$ cat config.mk
export PLATFORM = sky130hd
export DESIGN_NAME = fuse_controller_register_block_flat
export DESIGN_NICKNAME = d
export VERILOG_FILES = /design/src/fcrb_pkg.sv /design/src/fcrb_if.sv /design/src/fcrb_decode.sv /design/src/fcrb_regs.sv /design/src/fuse_controller_register_block.sv /design/src/flat_wrapper.sv
export VERILOG_INCLUDE_DIRS = /design/src /design/src/src
export SDC_FILE = /design/constraint.sdc
export NUM_CORES = 1
export LEC_CHECK = 0
export ABC_AREA = 1
export BUFFER_PORTS_ARGS = -buffer_cell sky130_fd_sc_hd__buf_2
export CAP_MARGIN = 0
export CORE_ASPECT_RATIO = 1.2
export CORE_MARGIN = 1
export CORE_UTILIZATION = 50
export CTS_CLUSTER_SIZE = 16
export DETAILED_ROUTE_END_ITERATION = 16
export PLACE_DENSITY = 0.76
export SETUP_SLACK_MARGIN = 0.02
export SYNTH_ARGS = -nofsm -noshare
export SYNTH_HDL_FRONTEND = slang
export SYNTH_SLANG_ARGS = --single-unit
$ cat constraint.sdc
create_clock -name clk -period 3.4 [get_ports clk]
set_clock_uncertainty 0.1 [all_clocks]
set_input_delay 0.51 -clock clk [delete_from_list [all_inputs] [get_ports clk]]
set_output_delay 0.51 -clock clk [all_outputs]
set_load 0.05 [all_outputs]
$ cat src/assert_macros.svh
// Assertion macros for the module that carries concurrent checks.
`ifndef ASSERT_MACROS_SVH
`define ASSERT_MACROS_SVH

// Checks a property on every rising edge of clk outside reset.
`define FCRB_ASSERT(lbl, prop, msg) \
  lbl: assert property (@(posedge clk) disable iff (rst) (prop)) else $error(msg);

// Checks a property on every rising edge of clk, reset included.
`define FCRB_ASSERT_ALWAYS(lbl, prop, msg) \
  lbl: assert property (@(posedge clk) (prop)) else $error(msg);

`endif

$ cat src/fcrb_pkg.sv
// Package with the types, codes and constants of the fuse controller register block.
package fcrb_pkg;

  localparam int unsigned DATA_W = 32;
  localparam int unsigned ATTR_W = 8;
  localparam int unsigned REG_COUNT = 10;

  localparam logic [7:0] OP_READ = 8'd6;
  localparam logic [7:0] OP_WRITE = 8'd7;
  localparam logic [2:0] BAR_CTRL = 3'd4;
  localparam logic [2:0] BAR_FUSE = 3'd1;
  localparam logic [7:0] SIZE_WORD = 8'd4;
  localparam logic [15:0] FUSE_TOP = 16'h07FF;

  localparam logic [31:0] CMD_A = 32'h0002_0000;
  localparam logic [31:0] CMD_B = 32'h0004_0000;
  localparam logic [31:0] CMD_DONE = 32'h0000_0090;
  localparam logic [31:0] DBG_CLEAR = 32'h8000_0000;
  localparam logic [31:0] FSM_START = 32'h0080_0000;
  localparam logic [31:0] FSM_STOP = 32'h0100_0000;
  localparam logic [31:0] SENSE_FLAG = 32'h0000_0002;

  localparam logic [15:0] OFF_CONTROL = 16'h0000;
  localparam logic [15:0] OFF_GLOBAL = 16'h0004;
  localparam logic [15:0] OFF_KEY = 16'h0008;
  localparam logic [15:0] OFF_FUSE_ADDR = 16'h000C;
  localparam logic [15:0] OFF_XFER_SIZE = 16'h0010;
  localparam logic [15:0] OFF_SEQ_CTRL = 16'h0014;
  localparam logic [15:0] OFF_HOLD = 16'h001C;
  localparam logic [15:0] OFF_DEBUG = 16'h0080;
  localparam logic [15:0] OFF_AUX_A = 16'h1020;
  localparam logic [15:0] OFF_AUX_B = 16'h1024;

  typedef enum logic [3:0] {
    REG_CONTROL   = 4'd0,
    REG_GLOBAL    = 4'd1,
    REG_KEY       = 4'd2,
    REG_FUSE_ADDR = 4'd3,
    REG_XFER_SIZE = 4'd4,
    REG_SEQ_CTRL  = 4'd5,
    REG_HOLD      = 4'd6,
    REG_DEBUG     = 4'd7,
    REG_AUX_A     = 4'd8,
    REG_AUX_B     = 4'd9
  } reg_sel_t;

  typedef struct packed {
    logic        action;
    logic [7:0]  opcode;
    logic [2:0]  bar;
    logic [15:0] offset;
    logic [7:0]  access_size;
    logic [31:0] write_data;
  } req_t;

  typedef struct packed {
    logic     ok;
    logic     wr;
    reg_sel_t sel;
  } dec_t;

endpackage

$ cat src/fcrb_if.sv
// Interfaces of the request, response and configuration channels.
interface fcrb_req_if;
  logic        valid;
  logic        ready;
  logic        action;
  logic [7:0]  opcode;
  logic [2:0]  bar;
  logic [15:0] offset;
  logic [7:0]  access_size;
  logic [31:0] write_data;

  modport source (output valid, action, opcode, bar, offset, access_size, write_data,
                  input ready);
  modport sink (input valid, action, opcode, bar, offset, access_size, write_data,
                output ready);
endinterface

interface fcrb_rsp_if;
  logic        valid;
  logic        ready;
  logic [31:0] read_data;
  logic        access_error;
  logic [7:0]  response_attribute;

  modport source (output valid, read_data, access_error, response_attribute,
                  input ready);
  modport sink (input valid, read_data, access_error, response_attribute,
                output ready);
endinterface

interface fcrb_cfg_if;
  logic       valid;
  logic       ready;
  logic [7:0] data;

  modport source (output valid, data, input ready);
  modport sink (input valid, data, output ready);
endinterface

$ cat src/fcrb_decode.sv
// Access decoder that checks a request and selects its target register.
module fcrb_decode (
  input  fcrb_pkg::req_t req,
  output fcrb_pkg::dec_t dec
);
  import fcrb_pkg::*;

  logic     hit;
  reg_sel_t sel;
  logic     fuse_ok;

  always_comb begin
    hit = 1'b1;
    sel = REG_CONTROL;
    case (req.offset)
      OFF_CONTROL:   sel = REG_CONTROL;
      OFF_GLOBAL:    sel = REG_GLOBAL;
      OFF_KEY:       sel = REG_KEY;
      OFF_FUSE_ADDR: sel = REG_FUSE_ADDR;
      OFF_XFER_SIZE: sel = REG_XFER_SIZE;
      OFF_SEQ_CTRL:  sel = REG_SEQ_CTRL;
      OFF_HOLD:      sel = REG_HOLD;
      OFF_DEBUG:     sel = REG_DEBUG;
      OFF_AUX_A:     sel = REG_AUX_A;
      OFF_AUX_B:     sel = REG_AUX_B;
      default:       hit = 1'b0;
    endcase
  end

  assign fuse_ok = (req.offset <= FUSE_TOP) && (req.offset[1:0] == 2'b00);

  always_comb begin
    dec.ok = 1'b0;
    dec.wr = 1'b0;
    dec.sel = sel;
    if (req.access_size == SIZE_WORD) begin
      if (!req.action) begin
        if (req.opcode == OP_READ) begin
          if (req.bar == BAR_CTRL) begin
            dec.ok = hit;
          end else if (req.bar == BAR_FUSE) begin
            dec.ok = fuse_ok;
            dec.sel = REG_AUX_B;
          end
        end
      end else if (req.opcode == OP_WRITE && req.bar == BAR_CTRL) begin
        dec.ok = hit;
        dec.wr = hit;
      end
    end
  end

endmodule

$ cat src/fcrb_regs.sv
// Register file with the write path, command self-clear and read select.
module fcrb_regs (
  input  logic              clk,
  input  logic              rst,
  input  logic              wr_en,
  input  fcrb_pkg::reg_sel_t sel,
  input  logic [31:0]       wdata,
  output logic [31:0]       rdata
);
  import fcrb_pkg::*;

  logic [DATA_W-1:0] regs [REG_COUNT];
  logic [DATA_W-1:0] regs_next [REG_COUNT];
  logic [DATA_W-1:0] wr_vals [REG_COUNT];
  logic [DATA_W-1:0] cw_a;
  logic [DATA_W-1:0] ds_a;

  always_comb begin
    wr_vals = regs;
    wr_vals[sel] = wdata;
    regs_next = regs;
    if (wr_en) begin
      regs_next = wr_vals;
      cw_a = wr_vals[REG_CONTROL];
      if ((cw_a & CMD_A) != '0) begin
        cw_a = (cw_a & ~(CMD_A | CMD_DONE)) | CMD_DONE;
      end
      if ((cw_a & CMD_B) != '0) begin
        cw_a = CMD_DONE;
      end
      regs_next[REG_CONTROL] = cw_a;
      ds_a = wr_vals[REG_DEBUG];
      if ((ds_a & DBG_CLEAR) != '0) begin
        ds_a = '0;
      end
      if ((wr_vals[REG_SEQ_CTRL] & FSM_START) != '0) begin
        ds_a = ds_a | SENSE_FLAG;
      end
      regs_next[REG_DEBUG] = ds_a;
      regs_next[REG_SEQ_CTRL] = wr_vals[REG_SEQ_CTRL] & ~(FSM_START | FSM_STOP);
    end else begin
      cw_a = regs[REG_CONTROL];
      ds_a = regs[REG_DEBUG];
    end
  end

  always_ff @(posedge clk) begin
    if (rst) begin
      for (int i = 0; i < REG_COUNT; i++) begin
        regs[i] <= '0;
      end
    end else begin
      regs <= regs_next;
    end
  end

  assign rdata = regs[sel];

endmodule

$ cat src/fuse_controller_register_block.sv
// Top level of the fuse controller register block.
//
// Requests arrive on req: a read or a write with opcode, bar, offset, size
// and write data. Each request yields exactly one response on rsp with the
// read data, an error flag and the security attribute. The attribute is
// written through cfg, which is always ready, and should change only while
// no request is in flight.
// A request is captured in an input register and decoded from there; when it
// advances, the register file is read or updated and the response register is
// loaded. A response the receiver has not taken holds it in the input register.
// One request is accepted every cycle while responses are taken; the
// input register takes a new request whenever the one it holds advances
// to the response register.
// Reset clears all registers, the attribute and both pipeline stages.
// When the receiver stalls, the response and any request behind it hold,
// and req.ready falls while a request waits behind an untaken response.
module fuse_controller_register_block (
  input  logic clk,
  input  logic rst,
  fcrb_req_if.sink   req,
  fcrb_rsp_if.source rsp,
  fcrb_cfg_if.sink   cfg
);
  import fcrb_pkg::*;
  `include "assert_macros.svh"

  logic              s1_valid;
  req_t              s1_req;
  dec_t              dec;
  logic              advance;
  logic [ATTR_W-1:0] attr;
  logic [DATA_W-1:0] rdata;
  logic              o_valid;
  logic [DATA_W-1:0] o_data;
  logic              o_error;
  logic [ATTR_W-1:0] o_attr;

  assign advance = s1_valid && (!o_valid || rsp.ready);
  assign req.ready = !s1_valid || advance;
  assign cfg.ready = 1'b1;

  always_ff @(posedge clk) begin
    if (rst) begin
      attr <= '0;
    end else if (cfg.valid) begin
      attr <= cfg.data;
    end
  end

  always_ff @(posedge clk) begin
    if (rst) begin
      s1_valid <= 1'b0;
    end else if (req.ready) begin
      s1_valid <= req.valid;
    end
  end

  always_ff @(posedge clk) begin
    if (req.valid && req.ready) begin
      s1_req <= '{action: req.action, opcode: req.opcode, bar: req.bar,
                  offset: req.offset, access_size: req.access_size,
                  write_data: req.write_data};
    end
  end

  fcrb_decode u_decode (
    .req (s1_req),
    .dec (dec)
  );

  fcrb_regs u_regs (
    .clk   (clk),
    .rst   (rst),
    .wr_en (advance && dec.wr),
    .sel   (dec.sel),
    .wdata (s1_req.write_data),
    .rdata (rdata)
  );

  always_ff @(posedge clk) begin
    if (rst) begin
      o_valid <= 1'b0;
    end else if (advance) begin
      o_valid <= 1'b1;
    end else if (rsp.ready) begin
      o_valid <= 1'b0;
    end
  end

  always_ff @(posedge clk) begin
    if (advance) begin
      o_data <= (dec.ok && !dec.wr) ? rdata : '0;
      o_error <= !dec.ok;
      o_attr <= dec.ok ? attr : '0;
    end
  end

  assign rsp.valid = o_valid;
  assign rsp.read_data = o_data;
  assign rsp.access_error = o_error;
  assign rsp.response_attribute = o_attr;

  `FCRB_ASSERT(a_accept_fills, (req.valid && req.ready) |=> s1_valid, "accepted request lost")
  `FCRB_ASSERT(a_stage_holds, (s1_valid && !advance) |=> (s1_valid && $stable(s1_req)),
               "stalled request changed")
  `FCRB_ASSERT(a_advance_loads, advance |=> o_valid, "response not loaded")
  `FCRB_ASSERT(a_error_clean, (o_valid && o_error) |-> (o_attr == '0 && o_data == '0),
               "error response carries data")

endmodule
$ cat src/flat_wrapper.sv
// flat-port wrapper written by rule: the top's interface ports become plain ports
module fuse_controller_register_block_flat import fcrb_pkg::*;
  (clk, rst, req_valid, req_action, req_opcode, req_bar, req_offset, req_access_size, req_write_data, req_ready, rsp_valid, rsp_read_data, rsp_access_error, rsp_response_attribute, rsp_ready, cfg_valid, cfg_data, cfg_ready);
  fcrb_req_if req_i ();
  fcrb_rsp_if rsp_i ();
  fcrb_cfg_if cfg_i ();
  input  logic clk;
  input  logic rst;
  input wire logic [$bits(req_i.valid)-1:0] req_valid;
  input wire logic [$bits(req_i.action)-1:0] req_action;
  input wire logic [$bits(req_i.opcode)-1:0] req_opcode;
  input wire logic [$bits(req_i.bar)-1:0] req_bar;
  input wire logic [$bits(req_i.offset)-1:0] req_offset;
  input wire logic [$bits(req_i.access_size)-1:0] req_access_size;
  input wire logic [$bits(req_i.write_data)-1:0] req_write_data;
  output wire logic [$bits(req_i.ready)-1:0] req_ready;
  output wire logic [$bits(rsp_i.valid)-1:0] rsp_valid;
  output wire logic [$bits(rsp_i.read_data)-1:0] rsp_read_data;
  output wire logic [$bits(rsp_i.access_error)-1:0] rsp_access_error;
  output wire logic [$bits(rsp_i.response_attribute)-1:0] rsp_response_attribute;
  input wire logic [$bits(rsp_i.ready)-1:0] rsp_ready;
  input wire logic [$bits(cfg_i.valid)-1:0] cfg_valid;
  input wire logic [$bits(cfg_i.data)-1:0] cfg_data;
  output wire logic [$bits(cfg_i.ready)-1:0] cfg_ready;
  assign req_i.valid = req_valid;
  assign req_i.action = req_action;
  assign req_i.opcode = req_opcode;
  assign req_i.bar = req_bar;
  assign req_i.offset = req_offset;
  assign req_i.access_size = req_access_size;
  assign req_i.write_data = req_write_data;
  assign req_ready = req_i.ready;
  assign rsp_valid = rsp_i.valid;
  assign rsp_read_data = rsp_i.read_data;
  assign rsp_access_error = rsp_i.access_error;
  assign rsp_response_attribute = rsp_i.response_attribute;
  assign rsp_i.ready = rsp_ready;
  assign cfg_i.valid = cfg_valid;
  assign cfg_i.data = cfg_data;
  assign cfg_ready = cfg_i.ready;
  fuse_controller_register_block u_core (.clk(clk), .rst(rst), .req(req_i), .rsp(rsp_i), .cfg(cfg_i));
endmodule
==> flow_metrics.tcl <==
set metrics [dict create \
    yosysTopAreaCell "dfxtp_1" \
    num_rows 76 \
    synthArstFlopShare 0 \
    grt_pass1_wl_um 87100 \
    grt_pass1_vias 16511 \
    worstReg2RegEnd "u_core.u_regs.regs[180]" \
    vdd_drop_max_mv 0.392 \
    crit_path_end_kind "flop" \
    grtUsageTotal 0.294 \
    postCtsResizedCells 0 \
    synth_compound_area_frac 0.103 \
    ctsLongestPathBuffers 3 \
    tns_ns 0 \
    nets 2504 \
    area_delta_synth_final_pct 12.2 \
    cts_setup_buffers 0 \
    status "complete, no violations" \
    netlist_area_um2 18400 \
    relSlewSlack 0.418 \
    worst_pin_slew_ns 0.872 \
    drv_slew 0 \
    synthMuxAreaShare 0 \
    crit_fanout 32 \
    worstHoldStart "req_opcode[7]" \
    reg2reg_from "u_core.s1_req[33]" \
    drt-vias-per-instance 5.86 \
    insertion_delay_ns 0.55 \
    h-tree-depth 2 \
    met2_usage 0.468 \
    ys_ff_latch 434 \
    fin_crit_sh 0.883 \
    synthFlopType "dfxtp_1" \
    yosys.area_share.simple 0.299 \
    grt_max_degree 126 \
    final_antenna_net_count 0 \
    yosysUniqueCellTypes 34 \
    drt-pass1-iter-count 6 \
    synthCells 2389 \
    via_count 17144 \
    drt_iter0_drc 2246 \
    cp-start-kind "flop" \
    drive_gt1_frac 0.120 \
    rr_worst_depth 12 \
    hold_end "u_core.s1_req[66]" \
    p_total_mw 10.6 \
    io_pins 125 \
    syn-num-nets 2470 \
    finalWirelength_um 55200 \
    power.density_nw_per_um2 512 \
    rsz0062_at_grt "false" \
    crit_required_ns 3.78 \
    gr-total-overflow 0 \
    synth_top_area_frac 0.353 \
    cts.sinks 434 \
    grt_antenna_before_repair 0 \
    hold_path_class "in -> reg" \
    antenna_cells 0 \
    start_util 0.510 \
    syn_area_per_cell_um2 7.71 \
    fin_crit_ns 3.00 \
    crit_type "reg -> reg" \
    cap_violations 0 \
    clkTransAtPathRegs_ns 0.06 \
    synth-seq-area-share 0.531 \
    arrival_ns 3.38 \
    fp.dieH_um 212 \
    hold_viol_final 0 \
    maxClockFrequency_mhz 333 \
    drc 0 \
    io_buffers 123 \
    cts_hold_buf 0 \
    finalSetupViolations 0 \
    crit_start "u_core.s1_req[33]" \
    synth_edf_count 109 \
    synth_top_family_by_area "simple AND/OR/NAND/NOR gates" \
    place_congestion 0.884 \
    clk_root_buffer_cell "clkbuf_16" \
    ys_warn_count 0 \
    reg2reg_slack_ns 0.40 \
    cts_inserted_buffers 43 \
    dp_hpwl_um 32900 \
    grtUsageMet1 0.375 \
    wl_per_cell_um 18.9 \
    whs_path_depth 1 \
    synthAdderAreaFrac 0 \
    fillers 3201 \
    synth_area_leaders "dfxtp_1 (35%), edfxtp_1 (18%), nor2_1 (13%)" \
    die_area_um2 37600 \
    dieWidth_um 177 \
    utilization 0.572 \
    synthXorXnorAreaFrac 0 \
    leakage_nw 9.02 \
    use_met3 0.0526 \
    cts_tree "done" \
    core_um2 36100 \
    grt-busiest-layer "met2" \
    timing.hold.ws_ns 0.0324 \
]
-- stage by stage --
step	setup slack, ns	cell area [µm²]	cells
after floorplan	0.429	18400	2389
after global placement	0.596	19300	2846
after detailed placement	0.464	19300	2846
after CTS	0.430	20700	2924
after global routing	0.171	20700	2924
final	0.399	20700	2924
-- sequential cells by signal (all words and copies together), names as in the netlist --
register and count:
u_core.s1_req 68, u_core.attr 8, u_core.u_regs.regs 315, u_core.rsp.read_data 32
u_core.rsp.access_error 1, u_core.rsp.valid 1, u_core.rsp.response_attribute 8, u_core.s1_valid 1
-- report_power, final --
part / leakage (nW) / switching [mW] / internal (mW) / total (mW)
Clock: 0.693 / 1.99 / 2.79 / 4.78
Combinational: 4.68 / 0.246 / 0.0851 / 0.331
Sequential: 3.64 / 0.106 / 5.38 / 5.48
Total: 9.02 / 2.34 / 8.25 / 10.6
-- area by class of cell --
cell class	instances	area [µm²]	area share
Clock buffer	67	1300	0.0630
Clock inverter	11	113	0.00545
Inverter	90	343	0.0166
Multi-Input combinational cell	1675	7430	0.360
Sequential cell	434	9780	0.473
Tap cell	468	586	0.0283
Timing Repair Buffer	179	1110	0.0538
-- how the worst max path moves through the flow --
| stage | cells after the start | to | slack [ns] |
|---|---|---|---|
| 2_1_floorplan | 3 | u_core.s1_req[0] | 0.43 |
| 3_3_place_gp | 12 | u_core.u_regs.regs[162] | 0.60 |
| 3_5_place_dp | 12 | u_core.u_regs.regs[176] | 0.46 |
| 4_1_cts | 12 | u_core.u_regs.regs[176] | 0.43 |
| 5_1_grt | 12 | u_core.u_regs.regs[161] | 0.17 |
| 6_report | 12 | u_core.u_regs.regs[180] | 0.40 |
-- critical path, stage by stage, from the launching register on --
cell and delay, ns:
edfxtp_1 0.38, nor2_1 0.12, nand3_1 0.08, nor2_1 0.22, nand3_2 0.22, nand2_4 0.24, inv_2 0.08, nor2_4 0.17
buf_4 0.32, nand2_1 0.13, inv_2 0.52, o21ai_0 0.20, nor2_1 0.12
-- per-layer routing --
layer / up-vias / wire, µm
met1: 7873 / 21300
met5: - / 0
met4: 0 / 2850
met2: 1159 / 24800
met3: 237 / 6280
li1: 7875 / -
-- cells in the mapped netlist, types with 2 or more instances --
master    instances
nand2_4           2
buf_6             7
clkbuf_1         70
buf_2            63
buf_4            11
nand4_1          87
nor2_4            8
nand2_1         388
nand3_1         168
o21ai_0         238
edfxtp_1        109
inv_2            16
nand3_2           9
buf_1            37
a21oi_1          63
nor2_2            5
nand2_2           4
inv_1            72
o21ai_1          74
clkbuf_2          2
dfxtp_1         325
nor2_1          618
clkinv_1          2
-- placed cells by master, fill, tap and decap left out, types with 2 or more instances in the layout --
cell type,n
a21oi_1,63
buf_12,6
buf_2,123
buf_4,50
bufinv_16,2
clkbuf_1,13
clkbuf_16,46
clkbuf_8,7
clkinv_1,4
clkinv_2,4
dfxtp_1,325
edfxtp_1,109
inv_1,69
inv_2,18
inv_6,2
nand2_1,388
nand2_2,3
nand2_4,3
nand3_1,168
nand3_2,9
nand4_1,87
nor2_1,617
nor2_2,4
nor2_4,10
o21ai_0,238
o21ai_1,74
-- logic make-up (layout without fill, tap and decap cells) --
logic type | count (synthesis) | in the layout
AO/OA/AOI/OAI | 378 | 378
other | 1 | 1
buffers and inverters | 280 | 347
AND/OR/NAND/NOR | 1296 | 1296
flip-flops | 434 | 434
No activity file was read; power rests on OpenSTA's default activity.
